==> src/design/ptt_pkg.sv <==
// shared constants and sequencer state type for the page table translator
package ptt_pkg;

   localparam int PAGE_BITS_DEF   = 4;
   localparam int FRAME_BITS_DEF  = 3;
   localparam int OFFSET_BITS_DEF = 8;
   localparam int COUNT_BITS_DEF  = 16;

   typedef enum logic [2:0] {
      ST_IDLE,
      ST_INCR,
      ST_SCAN,
      ST_EVICT,
      ST_OUT
   } state_type;

endpackage

==> src/design/page_table_translate_lfu.sv <==
// page table translation with least-frequently-used replacement
// a hit passes through INCR then OUT, a fault through INCR, SCAN, EVICT then OUT
// a new item is accepted only in IDLE, once the previous result has been loaded into the response register
// a fault walks the access counters one per cycle through a single shared comparator
// reset (synchronous): pages below 2**FRAME_BITS resident in their own frames, others not,
// all dirty bits and access counts zero
module page_table_translate_lfu #(
   parameter int PAGE_BITS   = ptt_pkg::PAGE_BITS_DEF,
   parameter int FRAME_BITS  = ptt_pkg::FRAME_BITS_DEF,
   parameter int OFFSET_BITS = ptt_pkg::OFFSET_BITS_DEF,
   parameter int COUNT_BITS  = ptt_pkg::COUNT_BITS_DEF
) (
   input  logic                              clock,
   input  logic                              reset,
   input  logic                              req_valid,
   output logic                              req_ready,
   input  logic [PAGE_BITS+OFFSET_BITS-1:0]  req_virtual_address,
   output logic                              rsp_valid,
   input  logic                              rsp_ready,
   output logic [FRAME_BITS+OFFSET_BITS-1:0] rsp_physical_address,
   output logic                              rsp_page_fault,
   output logic                              rsp_write_back,
   output logic [PAGE_BITS-1:0]              rsp_victim_page
);

   localparam int NUM_PAGES  = 1 << PAGE_BITS;
   localparam int NUM_FRAMES = 1 << FRAME_BITS;

   ptt_pkg::state_type state_ff, state_in;

   logic                  resident_ff  [NUM_PAGES];
   logic                  dirty_ff     [NUM_PAGES];
   logic [FRAME_BITS-1:0] frame_num_ff [NUM_PAGES];
   logic [COUNT_BITS-1:0] count_ff     [NUM_PAGES];

   logic [PAGE_BITS-1:0]   page_ff;
   logic [OFFSET_BITS-1:0] offset_ff;
   logic [PAGE_BITS-1:0]   idx_ff;
   logic [PAGE_BITS-1:0]   best_ff;
   logic [COUNT_BITS-1:0]  best_count_ff;
   logic                   found_ff;
   logic [FRAME_BITS-1:0]  frame_ff;
   logic                   fault_ff;
   logic                   wb_ff;
   logic [PAGE_BITS-1:0]   victim_ff;

   logic                              rsp_valid_ff, rsp_valid_in;
   logic [FRAME_BITS+OFFSET_BITS-1:0] rsp_phys_ff;
   logic                              rsp_fault_ff;
   logic                              rsp_wb_ff;
   logic [PAGE_BITS-1:0]              rsp_victim_ff;

   logic [PAGE_BITS-1:0]  cnt_addr;
   logic [COUNT_BITS-1:0] count_rd;
   logic [PAGE_BITS-1:0]  frame_addr;
   logic [FRAME_BITS-1:0] frame_rd;
   logic                  cand;
   logic                  req_accept;
   logic                  rsp_load;
   logic [NUM_PAGES-1:0]  resident_vec;

   // one counter port: requested page, scan position or victim
   always_comb begin
      unique case (state_ff)
         ptt_pkg::ST_SCAN:  cnt_addr = idx_ff;
         ptt_pkg::ST_EVICT: cnt_addr = best_ff;
         default:           cnt_addr = page_ff;
      endcase
   end

   assign count_rd   = count_ff[cnt_addr];
   assign frame_addr = (state_ff == ptt_pkg::ST_EVICT) ? best_ff : page_ff;
   assign frame_rd   = frame_num_ff[frame_addr];

   // shared comparator, strict less keeps the lowest index on ties
   assign cand = resident_ff[idx_ff] && (!found_ff || (count_rd < best_count_ff));

   assign req_ready  = (state_ff == ptt_pkg::ST_IDLE);
   assign req_accept = req_valid && req_ready;
   assign rsp_load   = (state_ff == ptt_pkg::ST_OUT) && (!rsp_valid_ff || rsp_ready);

   always_comb begin
      state_in     = state_ff;
      rsp_valid_in = rsp_valid_ff;
      if (rsp_ready) begin
         rsp_valid_in = 1'b0;
      end
      if (rsp_load) begin
         rsp_valid_in = 1'b1;
      end
      unique case (state_ff)
         ptt_pkg::ST_IDLE: begin
            if (req_valid) begin
               state_in = ptt_pkg::ST_INCR;
            end
         end
         ptt_pkg::ST_INCR: begin
            state_in = resident_ff[page_ff] ? ptt_pkg::ST_OUT : ptt_pkg::ST_SCAN;
         end
         ptt_pkg::ST_SCAN: begin
            if (idx_ff == {PAGE_BITS{1'b1}}) begin
               state_in = ptt_pkg::ST_EVICT;
            end
         end
         ptt_pkg::ST_EVICT: begin
            state_in = ptt_pkg::ST_OUT;
         end
         ptt_pkg::ST_OUT: begin
            if (rsp_load) begin
               state_in = ptt_pkg::ST_IDLE;
            end
         end
         default: begin
            state_in = ptt_pkg::ST_IDLE;
         end
      endcase
   end

   always_ff @(posedge clock) begin
      if (reset) begin
         state_ff     <= ptt_pkg::ST_IDLE;
         rsp_valid_ff <= 1'b0;
         for (int i = 0; i < NUM_PAGES; i++) begin
            resident_ff[i]  <= (i < NUM_FRAMES);
            dirty_ff[i]     <= 1'b0;
            frame_num_ff[i] <= FRAME_BITS'(i);
            count_ff[i]     <= '0;
         end
      end else begin
         state_ff     <= state_in;
         rsp_valid_ff <= rsp_valid_in;
         case (state_ff)
            ptt_pkg::ST_INCR: begin
               // saturating access count
               if (count_rd != {COUNT_BITS{1'b1}}) begin
                  count_ff[page_ff] <= count_rd + COUNT_BITS'(1);
               end
            end
            ptt_pkg::ST_EVICT: begin
               if (found_ff) begin
                  count_ff[best_ff]     <= COUNT_BITS'(1);
                  resident_ff[best_ff]  <= 1'b0;
                  dirty_ff[best_ff]     <= 1'b0;
                  frame_num_ff[page_ff] <= frame_rd;
               end
               resident_ff[page_ff] <= 1'b1;
               dirty_ff[page_ff]    <= 1'b1;
            end
            default: begin
            end
         endcase
      end
   end

   always_ff @(posedge clock) begin
      if (req_accept) begin
         page_ff   <= req_virtual_address[PAGE_BITS+OFFSET_BITS-1:OFFSET_BITS];
         offset_ff <= req_virtual_address[OFFSET_BITS-1:0];
      end
      case (state_ff)
         ptt_pkg::ST_INCR: begin
            frame_ff  <= frame_rd;
            fault_ff  <= !resident_ff[page_ff];
            wb_ff     <= 1'b0;
            victim_ff <= '0;
            idx_ff    <= '0;
            found_ff  <= 1'b0;
         end
         ptt_pkg::ST_SCAN: begin
            if (cand) begin
               best_ff       <= idx_ff;
               best_count_ff <= count_rd;
               found_ff      <= 1'b1;
            end
            idx_ff <= idx_ff + PAGE_BITS'(1);
         end
         ptt_pkg::ST_EVICT: begin
            if (found_ff) begin
               frame_ff  <= frame_rd;
               wb_ff     <= dirty_ff[best_ff];
               victim_ff <= best_ff;
            end
         end
         default: begin
         end
      endcase
      if (rsp_load) begin
         rsp_phys_ff   <= {frame_ff, offset_ff};
         rsp_fault_ff  <= fault_ff;
         rsp_wb_ff     <= wb_ff;
         rsp_victim_ff <= victim_ff;
      end
   end

   assign rsp_valid            = rsp_valid_ff;
   assign rsp_physical_address = rsp_phys_ff;
   assign rsp_page_fault       = rsp_fault_ff;
   assign rsp_write_back       = rsp_wb_ff;
   assign rsp_victim_page      = rsp_victim_ff;

   // resident flags packed for the occupancy check
   always_comb begin
      for (int i = 0; i < NUM_PAGES; i++) begin
         resident_vec[i] = resident_ff[i];
      end
   end

   // requested page is resident once its fault is handled
   assert property (@(posedge clock) disable iff (reset)
      (state_ff == ptt_pkg::ST_EVICT) |=> resident_ff[page_ff])
      else $error("faulting page not resident after eviction");

   // a hit reports no victim and no write-back
   assert property (@(posedge clock) disable iff (reset)
      (rsp_valid && !rsp_page_fault) |-> (!rsp_write_back && (rsp_victim_page == '0)))
      else $error("hit item carries eviction data");

   // never more resident pages than frames
   assert property (@(posedge clock) disable iff (reset)
      ($countones(resident_vec) <= NUM_FRAMES))
      else $error("resident pages exceed frame count");

   // a fault scan starts at the first page with no candidate yet
   assert property (@(posedge clock) disable iff (reset)
      ((state_ff == ptt_pkg::ST_INCR) && !resident_ff[page_ff])
      |=> ((state_ff == ptt_pkg::ST_SCAN) && (idx_ff == '0) && !found_ff))
      else $error("victim scan started in a bad state");

endmodule
==> config.mk <==
export PLATFORM = sky130hd
export DESIGN_NAME = page_table_translate_lfu
export DESIGN_NICKNAME = d
export VERILOG_FILES = /design/src/design/ptt_pkg.sv /design/src/design/page_table_translate_lfu.sv
export SDC_FILE = /design/constraint.sdc
export NUM_CORES = 1
export LEC_CHECK = 0
export ABC_AREA = 1
export BUFFER_PORTS_ARGS = -buffer_cell sky130_fd_sc_hd__buf_4
export CAP_MARGIN = 0
export CORE_ASPECT_RATIO = 0.8
export CORE_MARGIN = 2
export CORE_UTILIZATION = 35
export DETAILED_ROUTE_END_ITERATION = 10
export SYNTH_ARGS = -nofsm -noshare
export SYNTH_HDL_FRONTEND = slang
export SYNTH_SLANG_ARGS = --single-unit
==> constraint.sdc <==
create_clock -name clock -period 4 [get_ports clock]
set_input_delay 0.4 -clock clock [delete_from_list [all_inputs] [get_ports clock]]
set_output_delay 0.4 -clock clock [all_outputs]
set_load 0.01 [all_outputs]
After elaboration in Yosys (flattened, before gate mapping)
Memory sizes are Yosys's and may differ from the RTL's. A register that Yosys moved wholly into a read port is not among the register bits. Cells that the tools add are included.

Memories: 4. RAM bits: 336. Output and inout port bits: 19. Bits in registers: 67.

Memory list: count_ff (depth 16, width 16, rd ports 1, clocked after Yosys merged registers in 0, write ports 16, RTL line page_table_translate_lfu.sv:34) `logic [COUNT_BITS-1:0] count_ff [NUM_PAGES];`; frame_num_ff (depth 16, width 3, rd ports 1, clocked after Yosys merged registers in 0, write ports 16, RTL line page_table_translate_lfu.sv:33) `logic [FRAME_BITS-1:0] frame_num_ff [NUM_PAGES];`; dirty_ff (depth 16, width 1, rd ports 1, clocked after Yosys merged registers in 1, write ports 16, RTL line page_table_translate_lfu.sv:32) `logic dirty_ff [NUM_PAGES];`; resident_ff (depth 16, width 1, rd ports 2, clocked after Yosys merged registers in 2, write ports 16, RTL line page_table_translate_lfu.sv:31) `logic resident_ff [NUM_PAGES];`.

Magnitude comparators: 1. Multiplexer cells: 55. Add/subtract/negate cells: 2. Reduce and logical (&&, ||, !) cells: 23. Equality and inequality tests: 11.

Operators with widths (number): 2-to-1 mux 4 bit (12); 2-to-1 mux 16 bit (2); OR reduction 16 bit (2); 2-to-1 mux 1 bit (28); case mux 4 bit (2 select lines) (3); 2-to-1 mux 3 bit (6); adder 16 x 1 -> 16 bit (second input constant) (1); < comparator 16 bit (1); != test 16 bit (second input constant) (1); case mux 3 bit (5 select lines) (1); != test 2 bit (second input constant) (5); equality test 3 x 2 -> 1 bit (second input constant) (2); case mux 3 bit (2 select lines) (1); AND reduction 2 bit (3); nonzero test 2 bit (3); adder 4 x 1 -> 4 bit (second input constant) (1); equality test 4 bit (second input constant) (1); case mux 1 bit (2 select lines) (2); OR reduction 1 bit (4); equality test 3 x 1 -> 1 bit (second input constant) (1); equality test 3 bit (second input constant) (1); logical AND 1 bit (3); zero test 1 bit (3); zero test 3 bit (1); other kinds (3) (4).

Logic depth before layout (Yosys ltp)
An unclocked memory read counts as a cell.

Depth in word-level cells: 11. Gate-level depth with buffers: 26. Depth with buffers taken out: 24.

Worst setup path after synthesis
No wires, ideal clock.

Path kind: register to register. Start point: reg state_ff[1]. End point: reg best_count_ff[0], enable pin. Path buffers: 3. Setup time: 0.375 ns. Data required time: 3.625 ns. Data arrival time: 3.143 ns. Setup slack: 0.482 ns. Period minus slack after synthesis: 3.518 ns. Cell stages (with the launch flop): 23. Cells stage by stage: dfxtp_1 -> buf_2 -> nand4_1 -> nand3_4 -> nand2_2 -> buf_8 -> buf_12 -> nand2_1 -> nand3_1 -> nand3_1 -> nand3_1 -> nand2_1 -> inv_1 -> ha_1 -> nand2_1 -> inv_1 -> nand3_1 -> a31oi_1 -> a2111oi_0 -> nand2_1 -> nand2_1 -> nand2_1 -> inv_1.

Cells in the longest elaborated chain, start to end: 7.

Ends and longest elaborated chain: start, declared (RTL line page_table_translate_lfu.sv:29) `ptt_pkg::state_type state_ff, state_in;`; start signal, assigned (RTL line page_table_translate_lfu.sv:121) `state_ff <= ptt_pkg::ST_IDLE;`; start signal, assigned (RTL line page_table_translate_lfu.sv:130) `state_ff <= state_in;`; equality test 3 x 2 -> 1 bit (RTL line page_table_translate_lfu.sv:64) `unique case (state_ff)`; case mux 4 bit (2 select lines) * (RTL line page_table_translate_lfu.sv:64); memory read (16 x 16 bit) *; named net count_rd[11] (RTL line page_table_translate_lfu.sv:54) `logic [COUNT_BITS-1:0] count_rd;`; < comparator 16 bit * (RTL line page_table_translate_lfu.sv:76) `assign cand = resident_ff[idx_ff] && (!found_ff || (count_rd < best_count_ff));`; logical OR 1 bit * (RTL line page_table_translate_lfu.sv:76); logical AND 1 bit * (RTL line page_table_translate_lfu.sv:76); AND reduction 2 bit (no line) *; end signal, assigned (RTL line page_table_translate_lfu.sv:172) `best_count_ff <= count_rd;`; end, declared (RTL line page_table_translate_lfu.sv:40) `logic [COUNT_BITS-1:0] best_count_ff;`.

Mark *: on every way through the listed nets, which the timed path passes. The rest lies on a longest branch. A chain may end at the register's enable or synchronous reset.

Final worst setup path
Start point: reg state_ff[1]. End point: reg best_count_ff[10], enable pin.

The elaborated chain is that of the path after synthesis.

==> metrics.txt <==
CTS tree=yes; num ports=35; Buf/Inv on CP=7; WL per Instance=roughly 20 µm; pin count of the biggest net entering global routing=just under 80; die area=58900 µm²; Final Worst Setup Slack=about 0.10 ns; Max Transition Viols Final=0; layout cell share with drive strength beyond 1=between 10% and 20%; nature of the critical path endpoint=flop; Ys Warns=0; setup tns final=0 ns; die span in x=271 µm; Cell Rows=a little under 80; Mapped Avg Cell Area=just under 10 µm²; startpoint types=flop; sw frac=45.8%; Critical Path AT=about 4.2 ns; Clock Skews=approximately 0.022 ns; DRT iter0 DRCs=between 1.5k and 2k; Max-Cap Viols=0; Worst Max-Slew Pin Slew=a little over 0.7 ns; vias in the first global route=14.5k; CTS H-Tree Depth=2; total power draw=roughly 20 mW; clk sinks=~420; Internal Dissipation=between 10 and 15 mW; Critical Path Fanout Max=10; Fin. Hold Viols=0; fin crit share=a little under 100%; DRC viols=0; Die H=218 µm; status=finished, final reports clean; Seq/Total Area, Yosys=roughly 60%; Final HPWL DP=between 30 and 40 mm; most frequent cells in the layout=378 x nand3_1, 367 x edfxtp_1, 328 x nor2_1, 311 x nand2_1, 140 x buf_4; ant diodes=0; commonest non-fill, non-tap cell in the layout=nand3_1; area grow syn2layout=19.2%; met3 usage=3.94%; first-pass GRT wire length=between 80 and 90 mm; crit path cell chain=buf_8, nand4_1, nand3_4, nand2_8, buf_12, clkbuf_16, nand2_1, nand3_1, nand3_1, nand3_2, nand2_2, inv_1, ha_1, nand4_1, a31oi_1, a2111oi_2, buf_4, nand2_1, nand2_2, nand2_2, inv_4, clkbuf_16; Crit path max-delay family=simple AND/OR/NAND/NOR gates; sequential share of power=about 28%; Cells after Synth=about 2.0k; Placer Congestion=~0.95; CTS root buffer=clkbuf_16; syn_nets=between 2k and 2.5k; # setup viols final=0; Setup Crit Path Kind=flop to flop; DP Worst Slack=-0.0617 ns; library cells used by synthesis=45; GR peak layer=met2; Antenna Nets Post-Route=0; Final Routed Wirelength=between 50 and 60 mm; Max Clk Rate=0.256 GHz; Tmin final=3.90 ns; Hold Path Class=primary input to flop; ys async rst share=0%; Psw=9.17 mW; VDD IR max=0.662 mV; PortBufs=34; placed cell area=21700 µm²; GRT Total Usage=between 15 and 20%; antenna violations before repair=0; initial core utilization=between 30% and 40%; Slew headroom=52.2%; met1 GRT Util=around 28%; clock-pin slew on the worst setup and hold paths=~0.06 ns; Hold Slack=0.0284 ns; P per Cell Area=843 nW/µm²; GRT met2 Usage=about 29%; leakage=slightly above 9 nW; Clk Latency, worst-skew pair=0.58 ns; nets=~2.2k; clock share of power=around a fifth; drt pass-1 iters=5; Gate power share=52.4%; crit-path max cell delay=approximately 0.40 ns; cell area after synthesis=19900 µm²; Synth Register Bits=between 400 and 500; routed vias/inst=between 5 and 6; Num CTS Buffers=between 40 and 50; Max Buffers Root-to-Sink=3; post-route cell area=23800 µm²; Main synth FF type=edfxtp_1; via count=around 15k; most used cell, CP=nand2_2; Core Area=56500 µm²; Crit-path slowest cell=a2111oi_2; Post-synth EDFFs=367; CP Data Required Time=roughly 4.3 ns; total grt overflow=0
-- routing by layer --
metal	routed length, µm	part of all wire, %	vias to the layer above
li1	-	-	7194
met4	1340	2.3	0
met3	5480	9.3	94
met1	26400	45	7514
met5	0	0	-
met2	25700	44	690
-- path summary, 6_finish.rpt --
path                                 from                       to  slack [ns]  cells past startpoint
setup / recovery              state_ff[1]        best_count_ff[10]        0.10                     22
hold / removal    req_virtual_address[10]               page_ff[2]        0.03                      1
setup reg to reg              state_ff[1]        best_count_ff[10]        0.10                     22
hold reg to reg               frame_ff[0]  rsp_physical_address[8]        0.42                      0
-- power groups by stage --
stage | Combinational (mW) | Sequential, mW | Clock, mW
floorplan | 5.51 | 5.48 | 0
finish | 10.5 | 5.52 | 4.02
CTS | 9.63 | 5.51 | 4.09
detailed placement | 9.49 | 5.59 | 0
global placement | 9.44 | 5.57 | 0
global route | 11.1 | 5.56 | 4.27
-- stage by stage --
stage                     util (%)  std cells
after CTS                     41.3       2926
after global routing          42.1       2944
after detailed placement      38.5       2831
after floorplan                  -       2028
after global placement        38.5       2831
final                         42.1       2944
-- timing repair --
item / in CTS / in global routing
hold endpoints to repair: 11 / 0
setup buffers: 0 / 10
hold buffers: 11 / 0
gates cloned: 1 / 8
gates resized for setup: 7 / 43
endpoints found under the setup margin: 21 / 460
pin swaps: 0 / 5
-- synthesized netlist by cell type (7+ instances only) --
| master | count | area [µm²] |
|---|---|---|
| nand3_2 | 10 | 100 |
| o21ai_0 | 63 | 315 |
| nand3_4 | 12 | 210 |
| o31ai_1 | 9 | 67.6 |
| o211ai_1 | 19 | 143 |
| inv_1 | 140 | 526 |
| ha_1 | 17 | 213 |
| buf_4 | 15 | 113 |
| nor2_1 | 328 | 1230 |
| dfxtp_1 | 48 | 961 |
| buf_2 | 46 | 230 |
| nand3_1 | 395 | 1980 |
| nand2_2 | 7 | 43.8 |
| nand4_1 | 8 | 50.1 |
| a211oi_1 | 9 | 67.6 |
| buf_6 | 28 | 315 |
| inv_2 | 12 | 45.0 |
| nor3_1 | 7 | 35.0 |
| nor2_2 | 51 | 319 |
| a21oi_1 | 35 | 175 |
| clkbuf_1 | 30 | 113 |
| edfxtp_1 | 367 | 11000 |
| nand2_1 | 320 | 1200 |
-- flip-flops by register name, summed over array words and instances (netlist names), 3 cells and up, named ones only --
register              cells
victim_ff                 4
offset_ff                 8
best_count_ff            16
frame_num_ff             48
resident_ff              16
frame_ff                  3
page_ff                   4
rsp_physical_address     11
state_ff                  3
count_ff                256
rsp_victim_page           4
dirty_ff                 16
idx_ff                    4
best_ff                   4
-- cell families (layout without fill, tap and decap cells) --
| group | count (synthesis) | in the layout | share of synthesized area [%] |
|---|---|---|---|
| fa+ha+maj | 17 | 17 | 1.07 |
| flops | 415 | 415 | 60.1 |
| buf+inv | 283 | 439 | 7.38 |
| xor+xnor | 1 | 1 | 0.0439 |
| compound gates | 165 | 165 | 5.09 |
| simple gates | 1147 | 1147 | 26.4 |
-- area by class of cell --
class / instances / area [µm²]
repair buffers: 200 / 2170
well taps: 760 / 951
inverters: 156 / 591
flip-flops and latches: 415 / 12000
fillers: 5384 / 32700
clock inverters: 18 / 105
multi-input cells: 1330 / 6660
clock buffers: 65 / 1310
-- worst reg2reg max path, delay by kind of cell, from the launching register on --
| family | cells | cell delay (ns) |
|---|---|---|
| AND/OR/NAND/NOR | 12 | 1.55 |
| buffers and inverters | 7 | 0.96 |
| AO/OA/AOI/OAI | 2 | 0.47 |
| flip-flops | 1 | 0.37 |
| adder cells (fa/ha/maj) | 1 | 0.27 |
Note: power is estimated with default switching activity, not from simulation.
